$ cat src/sv/ukf_pkg.sv
`timescale 1ns / 1ps
// ----------------------------------------------------------------------------
// ukf_pkg
// Types and codes shared by the unique key fifo and its entry store.
// ----------------------------------------------------------------------------
package ukf_pkg;

  typedef enum logic [1:0] {
    KIND_ENQ  = 2'd0,
    KIND_DEQ  = 2'd1,
    KIND_SRCH = 2'd2
  } kind_e;

  typedef enum logic [2:0] {
    STATUS_OK       = 3'd0,
    STATUS_DUP      = 3'd1,
    STATUS_FULL     = 3'd2,
    STATUS_EMPTY    = 3'd3,
    STATUS_NOTFOUND = 3'd4
  } status_e;

  typedef enum logic [1:0] {
    S_IDLE,
    S_SCAN,
    S_POP
  } state_e;

  typedef struct packed {
    logic [1:0]  kind;
    logic [15:0] key;
    logic [31:0] payload;
  } req_t;

  typedef struct packed {
    logic [2:0]  status;
    logic [15:0] found_key;
    logic [31:0] found_payload;
    logic [4:0]  occupancy;
  } rsp_t;

  typedef struct packed {
    logic [15:0] key;
    logic [31:0] payload;
  } entry_t;

endpackage

$ cat src/sv/unique_key_fifo_with_search.sv
`timescale 1ns / 1ps
// ----------------------------------------------------------------------------
// unique_key_fifo_with_search
// Bounded fifo of keyed words with duplicate check on enqueue and key search.
// ----------------------------------------------------------------------------
// enqueue and search scan the ring from the head, one stored key per cycle
// through the single memory read port, and end on the first hit or when
// every waiting entry has been compared; dequeue and the unused kind pass
// through the pop state only; busy drops with the strobe so the
// next word can be taken in the strobe cycle; the receiver cannot stall
// reset clears head, tail, count and control; the memory is not cleared
module unique_key_fifo_with_search import ukf_pkg::*; #(
  parameter int unsigned QUEUE_DEPTH = 16
) (
  input  logic clk_i,
  input  logic rst_ni,
  input  logic start,
  output logic busy,
  input  req_t req_i,
  output logic done_o,
  output rsp_t rsp_o
);

  localparam int unsigned AW = (QUEUE_DEPTH > 1) ? $clog2(QUEUE_DEPTH) : 1;
  localparam int unsigned CW = $clog2(QUEUE_DEPTH + 1);
  localparam logic [AW-1:0] LastIdx = AW'(QUEUE_DEPTH - 1);
  localparam logic [CW-1:0] FullCnt = CW'(QUEUE_DEPTH);

  state_e        state_q, state_d;
  req_t          req_q, req_d;
  rsp_t          rsp_q, rsp_d;
  logic          done_q, done_d;
  logic [AW-1:0] head_q, head_d;
  logic [AW-1:0] tail_q, tail_d;
  logic [AW-1:0] pos_q, pos_d;
  logic [CW-1:0] count_q, count_d;
  logic [CW-1:0] left_q, left_d;
  logic          cmp_vld_q, cmp_vld_d;

  logic          we;
  logic [AW-1:0] raddr;
  entry_t        wdata;
  entry_t        rdata;
  logic          hit;
  logic [31:0]   occ_ext;

  function automatic logic [AW-1:0] ring_next(input logic [AW-1:0] i);
    return (i == LastIdx) ? '0 : i + AW'(1);
  endfunction

  ukf_store #(
    .DEPTH (QUEUE_DEPTH),
    .AW    (AW)
  ) u_store (
    .clk_i   (clk_i),
    .we_i    (we),
    .waddr_i (tail_q),
    .wdata_i (wdata),
    .raddr_i (raddr),
    .rdata_o (rdata)
  );

  assign wdata.key     = req_q.key;
  assign wdata.payload = req_q.payload;
  assign hit           = cmp_vld_q && (rdata.key == req_q.key);
  assign occ_ext       = 32'(count_d);

  always_ff @(posedge clk_i or negedge rst_ni) begin
    if (!rst_ni) begin
      state_q   <= S_IDLE;
      done_q    <= 1'b0;
      head_q    <= '0;
      tail_q    <= '0;
      count_q   <= '0;
      left_q    <= '0;
      pos_q     <= '0;
      cmp_vld_q <= 1'b0;
    end else begin
      state_q   <= state_d;
      done_q    <= done_d;
      head_q    <= head_d;
      tail_q    <= tail_d;
      count_q   <= count_d;
      left_q    <= left_d;
      pos_q     <= pos_d;
      cmp_vld_q <= cmp_vld_d;
    end
  end

  always_ff @(posedge clk_i) begin
    req_q <= req_d;
    rsp_q <= rsp_d;
  end

  always_comb begin
    state_d   = state_q;
    req_d     = req_q;
    rsp_d     = rsp_q;
    done_d    = 1'b0;
    head_d    = head_q;
    tail_d    = tail_q;
    count_d   = count_q;
    left_d    = left_q;
    pos_d     = pos_q;
    cmp_vld_d = 1'b0;
    we        = 1'b0;
    raddr     = head_q;

    case (state_q)
      S_IDLE: begin
        if (start) begin
          req_d  = req_i;
          pos_d  = head_q;
          left_d = count_q;
          if (req_i.kind inside {KIND_ENQ, KIND_SRCH}) begin
            state_d = S_SCAN;
          end else begin
            state_d = S_POP;
          end
        end
      end
      S_SCAN: begin
        raddr = pos_q;
        if (hit || (!cmp_vld_q && (left_q == '0))) begin
          state_d             = S_IDLE;
          done_d              = 1'b1;
          rsp_d.status        = STATUS_OK;
          rsp_d.found_key     = '0;
          rsp_d.found_payload = '0;
          if (req_q.kind == KIND_ENQ) begin
            if (hit) begin
              rsp_d.status = STATUS_DUP;
            end else if (count_q == FullCnt) begin
              rsp_d.status = STATUS_FULL;
            end else begin
              we      = 1'b1;
              tail_d  = ring_next(tail_q);
              count_d = count_q + CW'(1);
            end
          end else begin
            if (count_q == '0) begin
              rsp_d.status = STATUS_EMPTY;
            end else if (hit) begin
              rsp_d.found_key     = rdata.key;
              rsp_d.found_payload = rdata.payload;
            end else begin
              rsp_d.status = STATUS_NOTFOUND;
            end
          end
        end else if (left_q != '0) begin
          pos_d     = ring_next(pos_q);
          left_d    = left_q - CW'(1);
          cmp_vld_d = 1'b1;
        end
      end
      S_POP: begin
        state_d             = S_IDLE;
        done_d              = 1'b1;
        rsp_d.status        = STATUS_OK;
        rsp_d.found_key     = '0;
        rsp_d.found_payload = '0;
        if (req_q.kind == KIND_DEQ) begin
          if (count_q == '0) begin
            rsp_d.status = STATUS_EMPTY;
          end else begin
            rsp_d.found_key     = rdata.key;
            rsp_d.found_payload = rdata.payload;
            head_d              = ring_next(head_q);
            count_d             = count_q - CW'(1);
          end
        end
      end
      default: begin
        state_d = S_IDLE;
      end
    endcase

    if (done_d) begin
      rsp_d.occupancy = occ_ext[4:0];
    end
  end

  assign busy   = (state_q != S_IDLE);
  assign done_o = done_q;
  assign rsp_o  = rsp_q;

endmodule

$ cat src/sv/ukf_store.sv
`timescale 1ns / 1ps
// ----------------------------------------------------------------------------
// ukf_store
// Entry ring memory: one write port, one read port with registered data.
// ----------------------------------------------------------------------------
module ukf_store import ukf_pkg::*; #(
  parameter int unsigned DEPTH = 16,
  parameter int unsigned AW    = 4
) (
  input  logic          clk_i,
  input  logic          we_i,
  input  logic [AW-1:0] waddr_i,
  input  entry_t        wdata_i,
  input  logic [AW-1:0] raddr_i,
  output entry_t        rdata_o
);

  entry_t mem_q [DEPTH];
  entry_t rdata_q;

  always_ff @(posedge clk_i) begin
    if (we_i) begin
      mem_q[waddr_i] <= wdata_i;
    end
  end

  always_ff @(posedge clk_i) begin
    rdata_q <= mem_q[raddr_i];
  end

  assign rdata_o = rdata_q;

endmodule
$ cat config.mk
export PLATFORM = sky130hd
export DESIGN_NAME = unique_key_fifo_with_search
export DESIGN_NICKNAME = d
export VERILOG_FILES = /design/src/sv/ukf_pkg.sv /design/src/sv/unique_key_fifo_with_search.sv /design/src/sv/ukf_store.sv
export SDC_FILE = /design/constraint.sdc
export NUM_CORES = 1
export LEC_CHECK = 0
export BUFFER_PORTS_ARGS = -buffer_cell sky130_fd_sc_hd__buf_2
export CAP_MARGIN = 0
export CORE_ASPECT_RATIO = 0.75
export CORE_MARGIN = 2
export CORE_UTILIZATION = 62
export DETAILED_ROUTE_END_ITERATION = 6
export GPL_ROUTABILITY_DRIVEN = 1
export PLACE_DENSITY = 0.79
export SKIP_CTS_REPAIR_TIMING = 1
export SYNTH_ARGS = -nofsm -noshare
export SYNTH_HDL_FRONTEND = slang
export SYNTH_SLANG_ARGS = --single-unit
$ cat constraint.sdc
create_clock -name clk_i -period 8.1 [get_ports clk_i]
set_clock_uncertainty 0.15 [all_clocks]
set_input_delay 0.81 -clock clk_i [delete_from_list [all_inputs] [get_ports clk_i]]
set_output_delay 0.81 -clock clk_i [all_outputs]
set_load 0.02 [all_outputs]
Yosys cells after proc, flatten, opt, wreduce, memory -nomap -nowiden --
Memory sizes are Yosys's and may differ from the RTL's. A register that Yosys moved wholly into a read port is not among the register bits. Index checks and enable logic that the tools add are counted.
Storage, ports and cells: output and inout bits 58, RAM bits 768, memories 1, input port bits 53, register bits 132, word-level logic and storage cells 106
Operators by class: equal/unequal tests 13, mux-type cells 48, bitwise logic cells 3, add/sub/neg operators 6, reductions and logical operators 20
Memories:
- u_store.mem_q | words 16, width 48, read ports 1, clocked after Yosys merged registers in 1, write ports 1, RTL line ukf_store.sv:18 | entry_t mem_q [DEPTH];
Operators with widths (number):
- two-way mux 48 bit | 4
- one-hot mux 51 bit (2 select lines) | 1
- two-way mux 51 bit | 1
- two-way mux 50 bit | 1
- two-way mux 5 bit | 9
- two-way mux 4 bit | 7
- one-hot mux 5 bit (2 select lines) | 2
- == test 16 bit | 1
- adder 4 x 1 -> 4 bit (second input constant) | 3
- == test 4 bit (second input constant) | 3
- two-way mux 2 bit | 6
- two-way mux 1 bit | 11
- logical NOT 5 bit | 2
- subtractor 5 x 1 -> 5 bit (second input constant) | 2
- two-way mux 3 bit | 3
- inequality test 2 bit (second input constant) | 4
- one-hot mux 4 bit (2 select lines) | 1
- nonzero test 2 bit | 4
- logical NOT 2 bit | 3
- AND reduction 2 bit | 3
- adder 5 x 1 -> 5 bit (second input constant) | 1
- == test 5 bit (second input constant) | 1
- AND reduction 5 bit | 1
- nonzero test 5 bit | 1
- other kinds (10) | 15

Depth between registers and ports, before layout --
word-level depth 8, mapped depth 11, gate-level depth less buffers 8

By module --
A second synthesis with hierarchy kept.
Second synthesis, totals: cell total of the unflattened synthesis 1630, area total of the unflattened synthesis 35236.3 sq um
By module, submodules not included:
- ukf_store | area an instance 29691.0 sq um, times used 1, cells each 1242, sequential area each 24023.0 sq um
- unique_key_fifo_with_search | area an instance 5545.3 sq um, times used 1, cells each 388, sequential area each 3833.7 sq um

Least setup slack after synthesis --
Ideal clock, no wire load.
kind reg-to-reg, from register left_q[0], to memory u_store.mem_q[3][0] (netlist bit), enable pin, clock period less this slack 6998 ps, required time 7377 ps, arrival time 6275 ps, buffers on the path 1, stages on the path, launching flop included 8, setup slack 1102 ps, library setup time 573 ps, path through dfrtp_1 inv_1 ha_1 or4b_1 buf_4 nor4_4 nand3_1 nor4_1
On the way: longest elaborated chain between the ends 7
Ends and longest elaborated chain:
- start: declaration | RTL line unique_key_fifo_with_search.sv:37 | logic [CW-1:0] left_q, left_d;
- start signal: assignment | RTL line unique_key_fifo_with_search.sv:84 | left_q <= left_d;
- logical NOT 5 bit | RTL line unique_key_fifo_with_search.sv:124 | if (hit || (!cmp_vld_q && (left_q == '0))) begin
- logical AND 1 bit | RTL line unique_key_fifo_with_search.sv:124
- logical OR 1 bit | RTL line unique_key_fifo_with_search.sv:124
- two-way mux 1 bit | RTL line unique_key_fifo_with_search.sv:124
- two-way mux 1 bit | RTL line unique_key_fifo_with_search.sv:109 | case (state_q)
- two-way mux 1 bit | RTL line ukf_store.sv:22 | if (we_i) begin
- two-way mux 1 bit (not written as such) | RTL line ukf_store.sv:23 | mem_q[waddr_i] <= wdata_i;
- end: declaration | RTL line ukf_store.sv:18
No other way between the ends.

Worst setup path in the final report --
from register state_q[1], to register u_store.rdata_o[47] (netlist name)
On the way: longest elaborated chain between the ends 2
Ends and longest elaborated chain:
- start: declaration | RTL line unique_key_fifo_with_search.sv:29 | state_e state_q, state_d;
- start signal: assignment | RTL line unique_key_fifo_with_search.sv:79 | state_q <= state_d;
- == test 2 x 1 -> 1 bit | RTL line unique_key_fifo_with_search.sv:109
- two-way mux 4 bit | RTL line unique_key_fifo_with_search.sv:109
No other way between the ends. A chain may end at the register's enable or synchronous reset.

==> impl_metrics.ini <==
[cells_and_area]
antenna_cells = 0
drive_gt1_share_pct = 24.8
n_fill_cell = 3399
nNetsFinal = 1957
final_area_mm2 = 0.0400
post-route-util_pct = 69.9
area_growth_pct = 11.9
instances_no_fill = 2741

[global_route]
grt_max_degree = 118
overflow = 0
grt_usage_pct = 26.8
grt_pass1_vias = 18100
antenna_found_initial = 1
grt_pass1_wl_um = 115000

[drt]
firstDrtPassIters = 5
antenna_left = 0
drt_iter0_markers = 2251
route.detailed.drc = 0
avgRoutedWirePerCell_um = 28.3
vias_per_cell = 6.49
routed_wl_um = 77400
vias = 17800

[synth]
synth_compound_area_share_pct = 3.09
ys_async_sr_fraction_pct = 2.74
postSynthAreaPerCell_um2 = 20.4
ys_types = 56
yosysTopAreaCellShare_pct = 73.4
synth_ff_type = edfxtp_1
synth.area.top_cells = edfxtp_1 (73%), mux4_2 (12%), dfxtp_1 (2.7%)
synth_top_cell_by_area = edfxtp_1
synth_enable_flop_cells = 874
muxShareOfSynthArea_pct = 12.2
ys_ff_latch = 948
synth_area_mm2 = 0.0358
synth.net_count = 1822
yosys_warnings = 0
yosysSeqAreaShare_pct = 77.9
synth-xor-area-share_pct = 0.441
synthAdderAreaFrac_pct = 0.455
synth_top_family_by_area = multiplexers
synthSimpleGateAreaFrac_pct = 4.46
synthCells = 1756

[die]
die_w_um = 281
io_pins = 111
core.rowCount = 76
floorplan.initialDensity_pct = 62.5
dieArea_mm2 = 0.0596
fp.coreArea_mm2 = 0.0572
die_h_um = 212

[sta]
final.setup.tns_ns = 0
timing.final.crit_share_pct = 60.5
rsz0062_at_grt = false
setup_violations = 0
clock.fmax_ghz = 0.204
post-route-min-period_ns = 4.90
max-slew-margin-rel_pct = 24.9
finalMaxSlewViolations = 0
worst_pin_slew_ns = 1.12
hold_violations = 0

[placement]
placedInstanceArea_mm2 = 0.0372
hpwl_um = 36800
dp_cells = 2585
portBuffers = 110
gp_congestion = 0.816

[clock_network]
cts_tree = done
clk_pin_slew_ns = 0.07
insertion_delay_ns = 0.64
clock_sinks = 948
htreeDepth = 3
cts_buffers = 84
cts_root_buf = clkbuf_16
cts_buffer_depth = 3

[power_and_ir_drop]
peakVddDrop_mv = 0.246
powerDensity_mw_per_mm2 = 292
total_power_mw = 11.7
p_leak_nw = 13.3

[worst_setup_path]
crit_arrival_ns = 5.22
cp_data_required_time_ns = 8.42
cp-end-kind = flip-flop
crit_fanout = 106
critPathLaunchType = flip-flop
crit_type = reg2reg

[worst_hold_path]
hold_class = in2async

[outcome]
status = finished clean

[flow_run]
drv_cap = 0
## where the power goes
part / switching (mW) / internal [mW] / total, mW
clock network: 1.71 / 2.28 / 3.99
registers: 0.302 / 5.85 / 6.15
logic: 0.926 / 0.589 / 1.51
## synthesized netlist by cell type (3+ instances only)
library cell and number:
a211oi_1 51, a21oi_1 14, a311oi_1 5, a31oi_1 50, and2_1 103, buf_1 4, buf_2 24, buf_4 14
clkbuf_1 50, dfrtp_1 26, dfxtp_1 48, edfxtp_1 874, ha_1 13, inv_1 17, mux2_2 3, mux4_2 192
nand2_1 123, nand3_1 14, nand4_1 4, nor2_1 16, nor3_1 13, nor4_1 9, o211ai_1 5, o21a_1 4
o21ai_0 18, o22ai_1 3, or4_1 4, xnor2_1 10, xor2_1 8
## cells in the final DEF (no fill, tap or decap), types with 4 or more instances in the layout
cell,n
xor2_1,8
dfxtp_1,48
clkbuf_1,33
nor4_1,4
clkbuf_16,87
o21ai_0,18
a211oi_1,51
edfxtp_1,874
clkinv_1,5
clkbuf_8,7
and2_2,4
nand3_1,14
or4_1,4
inv_1,16
nand4_1,4
nor3_1,9
nor2_1,12
a21oi_1,14
dfrtp_1,26
nor4_2,5
buf_4,31
o211ai_1,5
nor2_4,4
nand2_1,122
a31oi_1,50
buf_2,110
mux4_2,192
and2_1,98
bufinv_16,7
clkinv_2,12
xnor2_1,10
nor3_2,4
ha_1,13
a311oi_1,5
## per-layer routing
layer / share of wire (%) / global-route usage, % / up-vias
met5: 0.017 / 0 / -
met4: 2.6 / 8.16 / 2
met3: 9.4 / 5.77 / 158
met2: 49 / 42.9 / 1011
met1: 39 / 37.7 / 9230
li1: - / - / 7396
## cell type report
class                           instances  area (µm²)  share of cell area [%]
Clock buffer                          127        2400                    5.99
Inverter                               17        63.8                   0.160
Tap cell                              780         976                    2.44
Sequential cell                       948       27900                    69.6
Multi-Input combinational cell        697        7530                    18.8
Clock inverter                         29         358                   0.895
Timing Repair Buffer                  143         823                    2.06
## per-stage QoR
stage	hold slack [ns]	setup slack, ns
final	0.0397	3.20
after global routing	0.0716	2.81
after CTS	0.0312	3.15
after detailed placement	0.344	3.19
after global placement	0.342	3.29
after floorplan	0.323	1.10
## path summary, 6_finish.rpt
| check | from | end | slack [ns] | cells after the start |
|---|---|---|---|---|
| min in group clk_i | req_i[14] | req_q[14] | 0.19 | 1 |
| hold / removal | rst_ni | left_q[4] | 0.04 | 1 |
| max in group asynchronous | rst_ni | tail_q[3] | 7.34 | 1 |
| setup / recovery | state_q[1] | u_store.rdata_o[47] | 3.20 | 10 |
| hold reg to reg | u_store.rdata_o[29] | rsp_o[34] | 0.36 | 1 |
| setup reg to reg | state_q[1] | u_store.rdata_o[47] | 3.20 | 10 |
## worst max-delay path, cell delays in order, from the launching register on
cell      delay [ns]
dfrtp_1         0.41
inv_1           0.10
ha_1            0.73
inv_1           0.51
a21boi_4        0.49
buf_12          0.66
buf_4           0.49
mux4_2          0.57
and2_1          0.18
a211oi_1        0.20
a31oi_1         0.07
## flip-flops by register name, indices dropped and copies added (netlist names)
register / flops
count_q: 5
tail_q: 4
pos_q: 4
cmp_vld_q: 1
u_store.rdata_o: 48
head_q: 4
done_o: 1
u_store.mem_q: 768
left_q: 5
rsp_o: 56
state_q: 2
req_q: 50
## cells by family (layout without fill, tap and decap cells)
family / Yosys count / count (layout)
AO/OA/AOI/OAI: 164 / 164
XOR/XNOR: 18 / 18
adder cells (fa/ha/maj): 13 / 13
buffers and inverters: 111 / 316
flip-flops: 948 / 948
multiplexers: 196 / 196
AND/OR/NAND/NOR: 306 / 306
Power figures use the tool's default switching activity.
